### src/rtl/chm_pkg.sv
// Package for the chained hash map engine: sizes, codes, the controller
// state type and the control and status structs shared by the modules.
// No dependencies.
package chm_pkg;

    localparam int MAX_BUCKET_BITS_DEF = 7;
    localparam int NODE_COUNT_DEF      = 256;
    localparam int KEY_WIDTH_DEF       = 64;
    localparam int VALUE_WIDTH_DEF     = 64;

    localparam int MIN_BUCKET_BITS = 4;
    localparam int CMD_W           = 2;
    localparam int KEY_W           = 64;
    localparam int VAL_W           = 64;
    localparam int STATUS_W        = 3;
    localparam int COUNT_W         = 9;
    localparam int BB_W            = 3;
    localparam int GROUP_W         = 16;

    localparam logic [BB_W-1:0] BUCKET_BITS_RESET = 3'd7;

    localparam logic [CMD_W-1:0] CMD_PUT    = 2'd0;
    localparam logic [CMD_W-1:0] CMD_GET    = 2'd1;
    localparam logic [CMD_W-1:0] CMD_REMOVE = 2'd2;

    localparam logic [STATUS_W-1:0] ST_ADDED     = 3'd0;
    localparam logic [STATUS_W-1:0] ST_UPDATED   = 3'd1;
    localparam logic [STATUS_W-1:0] ST_FOUND     = 3'd2;
    localparam logic [STATUS_W-1:0] ST_NOT_FOUND = 3'd3;
    localparam logic [STATUS_W-1:0] ST_REMOVED   = 3'd4;
    localparam logic [STATUS_W-1:0] ST_POOL_FULL = 3'd5;

    localparam logic [0:0] REG_BUCKET_BITS = 1'b0;

    typedef enum logic [2:0] {
        S_IDLE,
        S_HEAD,
        S_START,
        S_CHECK,
        S_CMP,
        S_ACT,
        S_OUT
    } t_state;

    typedef struct packed {
        logic load;
        logic start;
        logic step;
        logic hit;
        logic act;
    } t_ctl;

    typedef struct packed {
        logic in_valid;
        logic out_ready;
        logic node_ok;
        logic key_match;
    } t_sts;

endpackage

### src/rtl/chm_ctrl.sv
// Controller of the chained hash map engine: sequences head read, chain
// walk, update and result hand-off. Depends on chm_pkg.
module chm_ctrl import chm_pkg::*; (
    input  logic i_clk,
    input  logic i_rst_n,
    input  t_sts i_sts,
    output t_ctl o_ctl,
    output logic o_in_ready,
    output logic o_out_valid
);

    t_state r_state;
    t_state n_state;

    always_ff @(posedge i_clk) begin
        if (!i_rst_n) begin
            r_state <= S_IDLE;
        end else begin
            r_state <= n_state;
        end
    end

    always_comb begin
        n_state     = r_state;
        o_ctl       = '0;
        o_in_ready  = 1'b0;
        o_out_valid = 1'b0;
        case (r_state)
            S_IDLE: begin
                o_in_ready = 1'b1;
                if (i_sts.in_valid) begin
                    o_ctl.load = 1'b1;
                    n_state    = S_HEAD;
                end
            end
            S_HEAD: begin
                n_state = S_START;
            end
            S_START: begin
                o_ctl.start = 1'b1;
                n_state     = S_CHECK;
            end
            S_CHECK: begin
                n_state = i_sts.node_ok ? S_CMP : S_ACT;
            end
            S_CMP: begin
                if (i_sts.key_match) begin
                    o_ctl.hit = 1'b1;
                    n_state   = S_ACT;
                end else begin
                    o_ctl.step = 1'b1;
                    n_state    = S_CHECK;
                end
            end
            S_ACT: begin
                o_ctl.act = 1'b1;
                n_state   = S_OUT;
            end
            S_OUT: begin
                o_out_valid = 1'b1;
                if (i_sts.out_ready) begin
                    n_state = S_IDLE;
                end
            end
            default: begin
                n_state = S_IDLE;
            end
        endcase
    end

endmodule

### config.mk
export PLATFORM = sky130hd
export DESIGN_NAME = chm_ctrl
export DESIGN_NICKNAME = d
export VERILOG_FILES = /design/src/rtl/chm_pkg.sv /design/src/rtl/chm_ctrl.sv
export SDC_FILE = /design/constraint.sdc
export NUM_CORES = 1
export LEC_CHECK = 0
export BUFFER_PORTS_ARGS = -buffer_cell sky130_fd_sc_hd__buf_2
export CAP_MARGIN = 20
export CORE_AREA = 2 2 39 41
export CTS_BUF_LIST = sky130_fd_sc_hd__clkbuf_4 sky130_fd_sc_hd__clkbuf_8
export DETAILED_ROUTE_END_ITERATION = 10
export DIE_AREA = 0 0 41 43
export RECOVER_POWER = 50
export SYNTH_ARGS = -nofsm -noshare
export SYNTH_HDL_FRONTEND = slang
export SYNTH_SLANG_ARGS = --single-unit
### constraint.sdc
create_clock -name i_clk -period 1.3 [get_ports i_clk]
set_clock_uncertainty 0.1 [all_clocks]
set_input_delay 0.195 -clock i_clk [delete_from_list [all_inputs] [get_ports i_clk]]
set_output_delay 0.195 -clock i_clk [all_outputs]
set_load 0.05 [all_outputs]
==> out/metrics.cfg <==
[floorplan]
core-area_sq_um = 1380
die_w_microns = 41
fp-row-count = 14
die_area_sq_um = 1760
die_h_microns = 43
io_pins = 13
start_util_pct = 14.5

[grt]
grt_pass1_vias = 251
grt_max_degree = 8
antenna_found_initial = 0
use_met2_pct = 11.6
met1_usage_pct = 7.99
grt_pass1_wl_microns = 876
gr-usage-met3_pct = 1.57
busiest_layer = met2
grtUsageTotal_pct = 7.72
grt_overflow = 0

[drt]
first_pass_iters = 1
drt-total-wl_microns = 572
num_vias = 265
dr.first_iter.drc_count = 0
vias_per_cell = 4.02
drtAntennaViolNets = 0
drc = 0
routedWlPerCell_microns = 8.67

[layout]
largest_reg_flops = 3
drive_above_1_share_pct = 68.0
area_delta_synth_final_pct = 146
utilization_pct = 35.6
regMostFlops = r_state
top_regs = r_state x3
stdcell_area_sq_um = 493
diodes = 0
nNetsFinal = 57

[timing]
relSlewSlack_pct = 86.1
rsz0062_at_grt = true
setup_ws_ps = -141
post-route-period-util_pct = 111
hold_viol_final = 0
finalMaxSlewViolations = 0
min_period_ps = 1440
max_freq_ghz = 0.694
tightest_slew_ps = 206
setup_viol = 5

[setup_path]
arrival_ps = 1150
r2r-start = r_state[2]
r2r_end = r_state[1]
cp-end-kind = output port
crit_type = flop to output port
rr_worst_depth = 4
slowest_delay_ps = 360
startpoint_type = flop
cp.required_ps = 1000
crit_chain = nand2b_4, nor3b_4, buf_6
reg2reg_slack_ps = 170
crit_fanout = 7
slowest_stage = dfxtp_4

[synthesis]
syn_nets = 34
muxShareOfSynthArea_pct = 0
syn_area_per_cell_sq_um = 7.15
synthCells = 28
synth_area_sq_um = 200
synth_xor_xnor_area_share_pct = 0
synth.most_common_cell = nor2_1
ys_ff_latch = 3
netlist_top_cells_count = nor2_1 (5), nand2_1 (4), dfxtp_1 (3), nor3_1 (3)
yosys.area.top_type_share_pct = 30.0
async_flop_share_pct = 0
synth_top_family_by_area = simple AND/OR/NAND/NOR gates
synth_area_leaders = dfxtp_1 (30%), nor2_1 (9.4%), nor3_1 (7.5%), nand2_1 (7.5%), nor3b_2 (6.3%)
synth-adder-area-share_pct = 0
yosysTopAreaCell = dfxtp_1
ys_types = 17
ys_seq_area_share_pct = 30.0
yosysWarnings = 0
synth_ff_type = dfxtp_1
synth_edf_count = 0
synth-simple-area-share_pct = 47.5
synth_compound_area_share_pct = 18.1

[min_path]
hp-start = i_rst_n
whs_path_depth = 2
hp-class = primary input to flop
worstHoldEndpoint = r_state[2]

[clock_tree]
clk_path_buf_depth = 2
cts_tree = yes
cts.sink_count = 3
clockRootBuffer = clkbuf_4
hold_buffers = 0
cts_buffers = 3
clk_pin_slew_worst_paths_ps = 40
clock_latency_ps = 230
h-tree-depth = 1

[placed_design]
gp_congestion = 0.696
pre_cts_ws_ps = 9.74
dp_hpwl_microns = 419
port_buffers = 12
placed_area_sq_um = 375

[job]
max-cap-violations = 0

[pwr]
internal_power_mw = 0.342
combPwrFrac_pct = 41.0
leakage_nw = 0.211
p_sw_mw = 0.181
ir_worst_vdd_mv = 0.393
power_mw = 0.524
swShare_pct = 34.6
seq_power_share_pct = 23.7
clkPwrFrac_pct = 35.3
powerDensity_nw_per_um2 = 1060

[outcome]
violations = setup timing
outcome = finished with violations

## worst max-delay path by stage
stage,slack [ps],to,cells after the start,startpoint
6_report,-140,o_ctl[1],3,r_state[1]
5_1_grt,-190,o_ctl[1],3,r_state[1]
4_1_cts,-150,o_ctl[1],3,r_state[1]
3_5_place_dp,10,o_ctl[1],3,r_state[2]
3_3_place_gp,2,o_ctl[1],3,r_state[2]
2_1_floorplan,-160,o_ctl[4],2,r_state[1]
## layout by cell type, fill, tap and decap left out, types with 2 or more instances in the layout
master / synthesis / routed
buf_6: 0 / 7
nor3_4: 0 / 2
clkbuf_4: 0 / 4
nor3b_4: 0 / 2
nand2_1: 4 / 4
nor2_1: 5 / 3
dfxtp_4: 0 / 3
buf_8: 0 / 2
buf_2: 1 / 5
nor2_4: 0 / 2
buf_4: 0 / 5
## metal layers
layer  vias to the layer above  part of all wire, %  wire length [microns]
li1                        140                    -                      -
met1                       119                   44                    250
met2                         6                   52                    299
met3                         0                  4.0                     23
met4                         0                    0                      0
met5                         -                    0                      0
## per-stage QoR
step                cells  hold WS (ps)  TNS [ps]
finish                 66           103      -388
floorplan              28           212      -236
global placement       60           342         0
global route           66           122      -634
detailed placement     60           345         0
CTS                    66          94.2      -502
## power by group through the flow
| stage | registers, mW | clock network, mW | logic, mW |
|---|---|---|---|
| 3_3_place_gp | 0.126 | 0 | 0.173 |
| 5_1_grt | 0.126 | 0.201 | 0.228 |
| 6_report | 0.124 | 0.185 | 0.215 |
| 3_5_place_dp | 0.126 | 0 | 0.173 |
| 2_1_floorplan | 0.120 | 0 | 0.129 |
| 4_1_cts | 0.124 | 0.197 | 0.216 |
## critical path: cells and delay by family (launching register included)
family                 cells  cell delay (ps)
and+or+nand+nor            2              370
DFF                        1              360
buffers and inverters      1              180
## area by class of cell
class	count	area (sq um)
sequential	3	71.3
timing repair buffer	19	171
tap	16	20.0
fill	146	891
multi-input combinational	23	196
clock buffer	4	30.0
inverter	1	3.75
## repair_timing
item,4_1_cts,5_1_grt
endpoints found under the setup margin,7,7
setup buffers,2,0
gates cloned,0,0
gates resized for setup,23,0
pin swaps,2,1
## logic make-up after synthesis
kind of cell,count (synthesis)
flip-flops,3
AO/OA/AOI/OAI,5
buffers and inverters,2
AND/OR/NAND/NOR,18
Power figures use the tool's default switching activity.
